File: src/rtl/core/hprng_pkg.sv
`default_nettype none
// ----------------------------------------------------------------------------
// hprng_pkg
// Shared types, constants and the seed mixing hash for the hashed-seed
// rotate-add generator.
// ----------------------------------------------------------------------------
package hprng_pkg;

    localparam int WORD_W    = 32;
    localparam int S_TDATA_W = 72;
    localparam int M_TDATA_W = 72;
    localparam int PADDR_W   = 4;
    localparam int PDATA_W   = 32;

    // Register indexes (paddr[3:2])
    localparam logic [1:0] REG_SEED_LOW  = 2'd0;
    localparam logic [1:0] REG_SEED_HIGH = 2'd1;
    localparam logic [1:0] REG_SEED_MODE = 2'd2;

    // Hash constants
    localparam logic [WORD_W-1:0] MIX_C0 = 32'h7ed5_5d16;
    localparam logic [WORD_W-1:0] MIX_C1 = 32'hc761_c23c;
    localparam logic [WORD_W-1:0] MIX_C2 = 32'h1656_67b1;
    localparam logic [WORD_W-1:0] MIX_C3 = 32'hd3a2_646c;
    localparam logic [WORD_W-1:0] MIX_C4 = 32'hfd70_46c5;
    localparam logic [WORD_W-1:0] MIX_C5 = 32'hb55a_4f09;

    // Single-seed mode XOR constants
    localparam logic [WORD_W-1:0] SINGLE_LOW_XOR  = 32'h0520_af59;
    localparam logic [WORD_W-1:0] SINGLE_HIGH_XOR = 32'h4961_6e42;

    typedef logic [2:0] t_mix_idx;

    localparam t_mix_idx MIX_FIRST = 3'd0;
    localparam t_mix_idx MIX_LAST  = 3'd5;

    typedef struct packed {
        logic [WORD_W-1:0] lo;
        logic [WORD_W-1:0] hi;
    } t_seed_words;

    typedef struct packed {
        logic              valid;
        logic [WORD_W-1:0] raw;
        logic [WORD_W-1:0] diff;
        logic [WORD_W-1:0] min;
        logic              err;
    } t_scale_in;

    // One step of the six-step integer mixing hash
    function automatic logic [WORD_W-1:0] mix_step(input logic [WORD_W-1:0] v,
                                                   input t_mix_idx          idx);
        logic [WORD_W-1:0] r;
        case (idx)
            3'd0:    r = (v + MIX_C0) + (v << 12);
            3'd1:    r = (v ^ MIX_C1) ^ (v >> 19);
            3'd2:    r = (v + MIX_C2) + (v << 5);
            3'd3:    r = (v + MIX_C3) ^ (v << 9);
            3'd4:    r = (v + MIX_C4) + (v << 3);
            3'd5:    r = (v ^ MIX_C5) ^ (v >> 16);
            default: r = v;
        endcase
        return r;
    endfunction

    // Full hash, used for elaboration-time reset values only
    function automatic logic [WORD_W-1:0] mix32(input logic [WORD_W-1:0] v);
        logic [WORD_W-1:0] r;
        r = v;
        for (int k = 0; k <= int'(MIX_LAST); k++) begin
            r = mix_step(r, t_mix_idx'(k));
        end
        return r;
    endfunction

    localparam logic [WORD_W-1:0] RESET_HASH      = mix32(32'd0);
    localparam logic [WORD_W-1:0] RESET_LOW_WORD  = RESET_HASH ^ SINGLE_LOW_XOR;
    localparam logic [WORD_W-1:0] RESET_HIGH_WORD = RESET_HASH ^ SINGLE_HIGH_XOR;

endpackage
`default_nettype wire

File: src/rtl/core/hprng_seed.sv
`default_nettype none
// ----------------------------------------------------------------------------
// hprng_seed
// APB seed registers and an iterative hash sequencer: one mixing step per
// cycle on both seeds, then the mode-dependent seed words are latched.
// ----------------------------------------------------------------------------
module hprng_seed (
    input  wire logic                            i_clk,
    input  wire logic                            i_rst_n,
    input  wire logic                            psel,
    input  wire logic                            penable,
    input  wire logic                            pwrite,
    input  wire logic [hprng_pkg::PADDR_W-1:0]   paddr,
    input  wire logic [hprng_pkg::PDATA_W-1:0]   pwdata,
    output logic      [hprng_pkg::PDATA_W-1:0]   prdata,
    output logic                                 pready,
    output logic                                 o_busy,
    output hprng_pkg::t_seed_words               o_seed
);

    logic [hprng_pkg::WORD_W-1:0] r_seed_low;
    logic [hprng_pkg::WORD_W-1:0] r_seed_high;
    logic                         r_seed_mode;
    logic                         r_busy;
    hprng_pkg::t_mix_idx          r_step;
    hprng_pkg::t_seed_words       r_work;
    hprng_pkg::t_seed_words       r_hash;

    hprng_pkg::t_seed_words       n_work;
    hprng_pkg::t_seed_words       n_hash;
    hprng_pkg::t_seed_words       mix_in;
    logic                         wr_en;
    logic                         wr_known;
    logic [1:0]                   reg_idx;

    assign pready  = 1'b1;
    assign reg_idx = paddr[3:2];
    assign wr_en   = psel && penable && pwrite && pready;

    always_comb begin
        wr_known = 1'b0;
        prdata   = '0;
        unique case (reg_idx)
            hprng_pkg::REG_SEED_LOW: begin
                wr_known = 1'b1;
                prdata   = r_seed_low;
            end
            hprng_pkg::REG_SEED_HIGH: begin
                wr_known = 1'b1;
                prdata   = r_seed_high;
            end
            hprng_pkg::REG_SEED_MODE: begin
                wr_known = 1'b1;
                prdata   = {{(hprng_pkg::PDATA_W-1){1'b0}}, r_seed_mode};
            end
            default: begin
                wr_known = 1'b0;
                prdata   = '0;
            end
        endcase
    end

    // First step works on the seed registers, later steps on the work words
    always_comb begin
        if (r_step == hprng_pkg::MIX_FIRST) begin
            mix_in.lo = r_seed_low;
            mix_in.hi = r_seed_high;
        end else begin
            mix_in = r_work;
        end
        n_work.lo = hprng_pkg::mix_step(mix_in.lo, r_step);
        n_work.hi = hprng_pkg::mix_step(mix_in.hi, r_step);
        if (r_seed_mode) begin
            n_hash = n_work;
        end else begin
            n_hash.lo = n_work.lo ^ hprng_pkg::SINGLE_LOW_XOR;
            n_hash.hi = n_work.lo ^ hprng_pkg::SINGLE_HIGH_XOR;
        end
    end

    always_ff @(posedge i_clk) begin
        if (!i_rst_n) begin
            r_seed_low  <= '0;
            r_seed_high <= '0;
            r_seed_mode <= 1'b0;
            r_busy      <= 1'b0;
            r_step      <= hprng_pkg::MIX_FIRST;
            r_hash.lo   <= hprng_pkg::RESET_LOW_WORD;
            r_hash.hi   <= hprng_pkg::RESET_HIGH_WORD;
        end else begin
            if (r_busy) begin
                if (r_step == hprng_pkg::MIX_LAST) begin
                    r_busy <= 1'b0;
                    r_hash <= n_hash;
                end else begin
                    r_step <= r_step + 3'd1;
                end
            end
            // A fresh write restarts the hash from its first step
            if (wr_en && wr_known) begin
                r_busy <= 1'b1;
                r_step <= hprng_pkg::MIX_FIRST;
                unique case (reg_idx)
                    hprng_pkg::REG_SEED_LOW:  r_seed_low  <= pwdata;
                    hprng_pkg::REG_SEED_HIGH: r_seed_high <= pwdata;
                    hprng_pkg::REG_SEED_MODE: r_seed_mode <= pwdata[0];
                    default: ;
                endcase
            end
        end
    end

    always_ff @(posedge i_clk) begin
        if (r_busy) begin
            r_work <= n_work;
        end
    end

    assign o_busy = r_busy;
    assign o_seed = r_hash;

endmodule
`default_nettype wire

File: src/rtl/core/hprng_scale.sv
`default_nettype none
// ----------------------------------------------------------------------------
// hprng_scale
// Range scaling: registered 32x32 product of raw word and span-1, then the
// top half of raw*span added to the minimum (the minimum alone on a range error) into the output register.
// ----------------------------------------------------------------------------
module hprng_scale (
    input  wire logic                              i_clk,
    input  wire logic                              i_rst_n,
    input  wire logic                              i_en,
    input  wire hprng_pkg::t_scale_in              i_item,
    output logic                                   o_valid,
    output logic      [hprng_pkg::M_TDATA_W-1:0]   o_tdata
);

    localparam int W = hprng_pkg::WORD_W;

    logic             r_c_valid;
    logic [2*W-1:0]   r_c_prod;
    logic [W-1:0]     r_c_raw;
    logic [W-1:0]     r_c_min;
    logic             r_c_err;

    logic             r_out_valid;
    logic [W-1:0]     r_out_raw;
    logic [W-1:0]     r_out_value;
    logic             r_out_err;

    logic [2*W-1:0]   scaled;
    logic [W-1:0]     n_value;

    // raw * (diff + 1) = raw * diff + raw, never beyond 64 bits
    always_comb begin
        scaled = r_c_prod + {{W{1'b0}}, r_c_raw};
        if (r_c_err) begin
            n_value = r_c_min;
        end else begin
            n_value = r_c_min + scaled[2*W-1:W];
        end
    end

    always_ff @(posedge i_clk) begin
        if (!i_rst_n) begin
            r_c_valid   <= 1'b0;
            r_out_valid <= 1'b0;
        end else if (i_en) begin
            r_c_valid   <= i_item.valid;
            r_out_valid <= r_c_valid;
        end
    end

    always_ff @(posedge i_clk) begin
        if (i_en) begin
            r_c_prod    <= (2*W)'(i_item.raw) * (2*W)'(i_item.diff);
            r_c_raw     <= i_item.raw;
            r_c_min     <= i_item.min;
            r_c_err     <= i_item.err;
            r_out_raw   <= r_c_raw;
            r_out_value <= n_value;
            r_out_err   <= r_c_err;
        end
    end

    assign o_valid = r_out_valid;
    assign o_tdata = {{(hprng_pkg::M_TDATA_W-2*W-1){1'b0}},
                      r_out_err, r_out_value, r_out_raw};

endmodule
`default_nettype wire

File: src/rtl/core/hashed_seed_rotate_add_prng.sv
// Result path: input register, state register, product register, output register.
// Throughput: one item per cycle when not stalled by m_tready or a seed hash; the
// state rotate and two adds sit in one stage. A seed register write re-runs the
// 6-step hash, one step per cycle, holding s_tready low until it completes.
// Reset loads both state words from the hash of zero seeds in single mode.
`default_nettype none
// ----------------------------------------------------------------------------
// hashed_seed_rotate_add_prng
// Rotate-add pseudo-random generator with hashed seeding and a ranged
// integer output.
// ----------------------------------------------------------------------------
module hashed_seed_rotate_add_prng (
    input  wire logic                              i_clk,
    input  wire logic                              i_rst_n,
    // s_tdata: [0] restart, [32:1] range_min, [64:33] range_max, [71:65] zero
    input  wire logic                              s_tvalid,
    output logic                                   s_tready,
    input  wire logic [hprng_pkg::S_TDATA_W-1:0]   s_tdata,
    // m_tdata: [31:0] raw_word, [63:32] ranged_value, [64] range_error,
    //          [71:65] zero
    output logic                                   m_tvalid,
    input  wire logic                              m_tready,
    output logic      [hprng_pkg::M_TDATA_W-1:0]   m_tdata,
    input  wire logic                              psel,
    input  wire logic                              penable,
    input  wire logic                              pwrite,
    input  wire logic [hprng_pkg::PADDR_W-1:0]     paddr,
    input  wire logic [hprng_pkg::PDATA_W-1:0]     pwdata,
    output logic      [hprng_pkg::PDATA_W-1:0]     prdata,
    output logic                                   pready
);

    localparam int W = hprng_pkg::WORD_W;

    logic                    hash_busy;
    hprng_pkg::t_seed_words  seed;

    logic                    r_a_valid;
    logic                    r_a_restart;
    logic [W-1:0]            r_a_min;
    logic [W-1:0]            r_a_max;

    logic [W-1:0]            r_high;
    logic [W-1:0]            r_low;

    hprng_pkg::t_scale_in    r_b;
    hprng_pkg::t_scale_in    n_b;

    logic                    en;
    logic                    out_valid;
    logic [W-1:0]            cur_high;
    logic [W-1:0]            cur_low;
    logic [W-1:0]            n_high;
    logic [W-1:0]            n_low;

    hprng_seed u_seed (
        .i_clk   (i_clk),
        .i_rst_n (i_rst_n),
        .psel    (psel),
        .penable (penable),
        .pwrite  (pwrite),
        .paddr   (paddr),
        .pwdata  (pwdata),
        .prdata  (prdata),
        .pready  (pready),
        .o_busy  (hash_busy),
        .o_seed  (seed)
    );

    // Whole pipeline advances unless a finished result is held
    assign en       = !out_valid || m_tready;
    assign s_tready = en && !hash_busy;

    always_comb begin
        if (r_a_restart) begin
            cur_high = seed.hi;
            cur_low  = seed.lo;
        end else begin
            cur_high = r_high;
            cur_low  = r_low;
        end
        n_high = {cur_high[15:0], cur_high[31:16]} + cur_low;
        n_low  = cur_low + n_high;

        n_b.valid = r_a_valid;
        n_b.raw   = n_high;
        n_b.diff  = r_a_max - r_a_min;
        n_b.min   = r_a_min;
        n_b.err   = $signed(r_a_max) < $signed(r_a_min);
    end

    always_ff @(posedge i_clk) begin
        if (!i_rst_n) begin
            r_a_valid <= 1'b0;
            r_b       <= '0;
            r_high    <= hprng_pkg::RESET_HIGH_WORD;
            r_low     <= hprng_pkg::RESET_LOW_WORD;
        end else if (en) begin
            r_a_valid <= s_tvalid && s_tready;
            r_b       <= n_b;
            // advance the state only for a real item
            if (r_a_valid) begin
                r_high <= n_high;
                r_low  <= n_low;
            end
        end
    end

    always_ff @(posedge i_clk) begin
        if (en) begin
            r_a_restart <= s_tdata[0];
            r_a_min     <= s_tdata[32:1];
            r_a_max     <= s_tdata[64:33];
        end
    end

    hprng_scale u_scale (
        .i_clk   (i_clk),
        .i_rst_n (i_rst_n),
        .i_en    (en),
        .i_item  (r_b),
        .o_valid (out_valid),
        .o_tdata (m_tdata)
    );

    assign m_tvalid = out_valid;

endmodule
`default_nettype wire
File: config.mk
export PLATFORM = sky130hd
export DESIGN_NAME = hashed_seed_rotate_add_prng
export DESIGN_NICKNAME = d
export VERILOG_FILES = /design/src/rtl/core/hprng_pkg.sv /design/src/rtl/core/hprng_seed.sv /design/src/rtl/core/hprng_scale.sv /design/src/rtl/core/hashed_seed_rotate_add_prng.sv
export SDC_FILE = /design/constraint.sdc
export NUM_CORES = 2
export LEC_CHECK = 0
export BUFFER_PORTS_ARGS = -buffer_cell sky130_fd_sc_hd__buf_2
export CORE_UTILIZATION = 60
export CTS_BUF_LIST = sky130_fd_sc_hd__clkbuf_8
export DETAILED_ROUTE_END_ITERATION = 6
export PLACE_DENSITY = 0.77
export SLEW_MARGIN = 20
export SYNTH_ARGS = -nofsm -noshare
export SYNTH_HDL_FRONTEND = slang
export SYNTH_SLANG_ARGS = --single-unit
export TNS_END_PERCENT = 30
File: constraint.sdc
create_clock -name i_clk -period 12.5 [get_ports i_clk]
set_input_delay 1.875 -clock i_clk [delete_from_list [all_inputs] [get_ports i_clk]]
set_output_delay 1.875 -clock i_clk [all_outputs]
set_load 0.05 [all_outputs]
# Word level (Yosys, flattened, before mapping)
# Cells that the tools add are included.
# totals
out_inout_bits	107
elab_cells	102
in_bits	115
reg_bits	621
# op_classes
mux	12
n_reduce_logical	18
eq_ne	7
bitwise	14
magnitude_cmp	1
n_mul	1
n_addsub	20
# op_table
operator	n
32-bit one-hot mux with 6 select lines	2
32-bit adder	9
32-bit adder (second input constant)	4
32-bit two-way mux	3
32-bit one-hot mux with 3 select lines	1
32-bit by 29-bit adder with 32-bit output (second input constant)	2
32-bit by 31-bit adder with 32-bit output (second input constant)	2
64-bit by 32-bit adder with 64-bit output	1
32-bit by 32-bit multiplier with 64-bit output	1
64-bit two-way mux	1
32-bit by 13-bit bitwise XOR with 32-bit output	2
32-bit by 16-bit bitwise XOR with 32-bit output	2
32-bit bitwise XOR	2
59-bit two-way mux	1
32-bit < comparator	1
16-bit inverter	2
32-bit subtractor	1
15-bit inverter	2
13-bit inverter	2
2-bit AND reduction	6
3-bit by 2-bit == test with 1-bit output (second input constant)	2
3-bit == test (second input constant)	2
1-bit logical AND	5
1-bit two-way mux	4
11 further kinds	13

# Logic depth before layout (Yosys ltp)
# logic_depth
word_depth	7
ltp_mapped	29
mapped_depth_nobuf	27

# By module
# Synthesis repeated with hierarchy kept, for this count alone.
# hier_totals
hier_cells	9125
area_unflattened_um2	80358.3
# by_module_without_submodules
module	cells_each	seq_area_each_um2	area_each_um2	n_inst
hprng_scale	4347	5865.6	42335.6	1
hprng_seed	3240	4584.4	24579.8	1
hashed_seed_rotate_add_prng	1538	5215.0	13442.9	1

# Worst setup path before layout
# No wires, ideal clock.
# synth_timing
path_type	input-to-reg
from	input m_tready
to	register r_b[42] in the netlist's numbering
setup_ns	0.500
t_arrival_ns	9.981
required_time_ns	12.000
cell_stages	6
setup_slack_ns	2.018
n_path_buf	3
path_cell_list	nor2b_1 > inv_1 > clkbuf_1 > clkbuf_1 > clkbuf_1 > a211oi_1
# synth_via
elab_chain_cells	1
# synth_rtl
element	line_no	source
start, declared	hashed_seed_rotate_add_prng.sv:22	input wire logic m_tready,
1-bit logical OR	hashed_seed_rotate_add_prng.sv:71	assign en = !out_valid || m_tready;
end signal, assigned	hashed_seed_rotate_add_prng.sv:100	r_b <= n_b;
end, declared	hashed_seed_rotate_add_prng.sv:46	hprng_pkg::t_scale_in r_b;
# No other way between the ends.
# A chain may end at the register's enable or synchronous reset.

# Worst setup path in the final report
# layout_timing
from	register r_b[77] in the netlist's numbering
to	register u_scale.r_c_prod[63] (data pin)
# layout_via
elab_chain_cells	1
# layout_rtl
element	line_no	source
32-bit by 32-bit multiplier with 64-bit output	hprng_scale.sv:54	r_c_prod <= (2*W)'(i_item.raw) * (2*W)'(i_item.diff);
end signal, assigned	hprng_scale.sv:54	
end, declared	hprng_scale.sv:19	logic [2*W-1:0] r_c_prod;
# No other way between the ends.

==> results.md <==
- Status: complete, no violations
- Placed inst area: 0.08155 mm2
- Worst clock skew: 75.91 ps
- Overall via count from detail_route: 66,020
- Highest clock frequency the design can meet: 104.3 MHz
- Routability Congestion: 1.004
- Via count of the first global-routing pass: 66,295
- Worst Setup End Kind: flop
- Area of the multi-input gates: 0.05699 mm2
- Minimum hold slack: 425.0 ps
- Largest net degree at the start of global routing: 140
- Level count of the clock H-tree: 3
- Clock tree from TritonCTS: done
- Number of enable-type register cells in the synthesized netlist: 323
- Fraction of layout cells with a size suffix above 1: 0.07561
- Quantity of I/O buffers inserted on ports: 204
- Final Hold Violating Endpoints: 0
- Residual DRC count: 0
- Layout-stage area growth over the synthesis result: 6.362%
- Die span in x: 364.5 um
- Synthesis-stage register bit count: 621
- Clock network latency to the later pin of the worst-skew pair: 860 ps
- Area taken by flip-flops and latches: 0.01568 mm2
- Total wire length: 249.8 mm
- Startpoint kind of the worst setup timing path: flop
- Final Power: 20,100 uW
- Post-synthesis cell count: 8,821
- Final setup violating endpoints: 0
- Max-capacitance violation count: 0
- Hpwl dp: 187.2 mm
- Sum of negative setup slack: 0 ps
- Library cell used as clock root buffer: clkbuf_8
- Max transition margin: 0.2105
- P_leak: 0.03998 uW
- Initial Utilization: 0.6065
- Number of vias per cell after detailed routing: 6.171
- Actual transition at the worst max-transition pin: 1184 ps
- Unrepaired setup endpoints after global routing: no
- Layout filler cell count: 10,879
- CTS Buffer Depth: 3
- Class of the most critical hold timing path: reg2reg
- Fin worst setup slack: 2908 ps
- Number of warnings reported in the yosys synthesis log: 0
- Sequential-to-total area share from yosys stat: 0.1987
- Final instance area: 0.08384 mm2
- Chip height: 364.5 um
- Power per Cell Area: 239.7 mW/mm2
- Distinct cell type count of the synthesized netlist: 107
- Placeable core region: 0.1300 mm2
- Shortest clock period the worst path allows after layout: 9592 ps
- Iteration-0 DRC Markers: 6,420
- Global routing usage summed across all routing layers: 0.3752
- Initial antenna violation count: 8
- Post-Synthesis Mean Instance Area: 8.937 um2
- Total number of nets in the final design: 10,633
- Worst vdd ir: 0.4624 mV
- Worst Path Class, Setup: reg2reg
- Number of buffers inserted for hold repair after clock tree synthesis: 0
- Row Count: 132
- Largest driver fanout on the critical path: 22
- First-pass GRT wire length: 380.8 mm
- Final Max Tran Viols: 0
- Arr. time, crit path: 10,170 ps
- Routed wire per std cell: 23.35 um
- Total clock buffers created by CTS: 107
- Setup Slack @ Placement: 3086 ps
- Final Cycle Share: 0.7673
- Floorplan die area: 0.1328 mm2
- Clock Sinks: 621
- Async set-reset flop share out of synthesis: 0
- Clock slew at reported path FFs: 60 ps
- Mapped Area: 0.07883 mm2
- Sum of overflow across all layers after global routing: 0
- Top_reg_cell synth: edfxtp_1
- Count of pins on the block boundary: 222
- Count of buffers added by post-CTS timing repair for setup: 0
- Number of gates resized after cts: 0
- Iteration count of the initial detailed-routing pass: 7
- Required time of the critical path: 13,080 ps
- DRT antenna net count: 0
## cell families (layout without fill, tap and decap cells)
kind of cell,count (synthesis),count (layout),synth area share
and+or+nand+nor,2600,2600,0.1598
adders and majority gates,1652,1652,0.3481
AOI/OAI and AO/OA,1647,1647,0.1350
buffers and inverters,1639,1766,0.07949
DFF,621,621,0.1987
xor gates and xnor gates,467,467,0.05189
muxes,193,193,0.02695
other,2,11,0.00009527
## layout make-up
type,count,share of cell area
Multi-Input combinational cell,6567,0.6797
Tap cell,1742,0.02600
Inverter,1221,0.05484
Clock buffer,121,0.01986
Clock inverter,76,0.007238
Sequential cell,621,0.1870
Timing Repair Buffer,348,0.02525
Antenna cell,3,0.00008954
## through the flow
step / utilization / std cells
after global routing: 0.6450 / 10697
final: 0.6451 / 10699
after CTS: 0.6449 / 10696
after floorplan: - / 8827
after global placement: 0.6274 / 10499
after detailed placement: 0.6274 / 10499
## power by group
group,internal [uW],switching [uW]
sequential,2950,235
combinational,5810,9090
clock,1080,930
## placed cells by master (no fill, tap or decap), types with 17 or more instances in the layout
master,n
a221oi_1,31
o21a_1,53
nor3_1,77
and3_1,54
clkinv_2,17
a211oi_1,67
ha_1,749
o22ai_1,18
o21bai_1,39
xnor2_1,329
nand4_1,46
xor2_1,138
a211o_1,17
nor3b_1,17
nand2b_1,68
or3_1,36
o221ai_1,23
o2111ai_1,22
a21oi_1,546
buf_2,203
fa_1,902
a22oi_1,17
dfxtp_1,290
edfxtp_1,323
and2_1,620
a31oi_1,59
o211ai_1,82
nor2b_1,38
inv_1,1242
buf_4,144
o21ai_0,284
mux2_2,69
clkbuf_8,121
and4_1,18
nand3_1,116
nor2_1,324
nand2_1,1107
o31ai_1,30
mux2i_1,105
a21o_1,176
## Yosys cell counts, types with 53 or more instances
| cell type | n | area (um2) |
|---|---|---|
| a211oi_1 | 67 | 503.0 |
| a21o_1 | 176 | 1321 |
| a21oi_1 | 547 | 2738 |
| a31oi_1 | 60 | 375.4 |
| and2_1 | 621 | 3885 |
| and3_1 | 55 | 344.1 |
| clkbuf_1 | 386 | 1449 |
| dfxtp_1 | 298 | 5966 |
| edfxtp_1 | 323 | 9699 |
| fa_1 | 902 | 18060 |
| ha_1 | 750 | 9384 |
| inv_1 | 1217 | 4568 |
| mux2_2 | 69 | 777.0 |
| mux2i_1 | 105 | 1051 |
| nand2_1 | 1110 | 4167 |
| nand2b_1 | 69 | 431.7 |
| nand3_1 | 116 | 580.6 |
| nor2_1 | 326 | 1224 |
| nor3_1 | 78 | 390.4 |
| o211ai_1 | 82 | 615.6 |
| o21a_1 | 53 | 397.9 |
| o21ai_0 | 284 | 1421 |
| xnor2_1 | 329 | 2882 |
| xor2_1 | 138 | 1209 |
## state kept, by name, indices dropped and copies added (netlist names)
signal	flops
r_low	32
r_a_valid	1
u_seed.o_busy	1
u_seed.r_seed_low	32
u_seed.r_step	3
u_scale.r_c_err	1
u_scale.r_c_valid	1
u_scale.r_c_raw	32
u_scale.r_c_prod	64
r_high	32
r_b	98
u_seed.r_seed_mode	1
u_scale.r_out_raw	32
r_a_min	32
u_scale.o_valid	1
u_scale.r_out_err	1
r_a_restart	1
u_seed.r_seed_high	32
r_a_max	32
u_scale.r_c_min	32
u_scale.r_out_value	32
u_seed.r_work	64
u_seed.o_seed	64
## critical path, cell delays in order, from the launching register on
cell	delay (ps)
dfxtp_1	1070
buf_4	380
and2_1	180
fa_1	440
fa_1	490
fa_1	520
inv_1	50
fa_1	470
inv_1	50
fa_1	490
inv_1	50
fa_1	520
inv_1	50
fa_1	490
fa_1	430
ha_1	400
a21o_1	220
a21o_1	200
a211oi_1	220
o21ai_0	160
a32oi_1	530
o21ai_1	260
a31oi_1	610
o31ai_1	280
a221o_1	410
nor4_1	280
nor3_1	80
## final timing paths
kind	startpoint	cells after the start	slack [ps]	to
setup / recovery	r_b[77]	26	2910	u_scale.r_c_prod[63]
hold / removal	r_b[3]	0	420	u_scale.r_c_min[2]
setup reg to reg	r_b[77]	26	2910	u_scale.r_c_prod[63]
hold reg to reg	r_b[3]	0	420	u_scale.r_c_min[2]
## routing by layer
metal	up-vias	global-route usage	part of all wire	wire, um
li1	29295	-	-	-
met1	32249	0.4659	0.38	95290
met2	3569	0.5949	0.45	112000
met3	905	0.07820	0.096	23870
met4	2	0.2426	0.075	18630
met5	-	0	0.000056	14
Power figures use the tool's default switching activity.
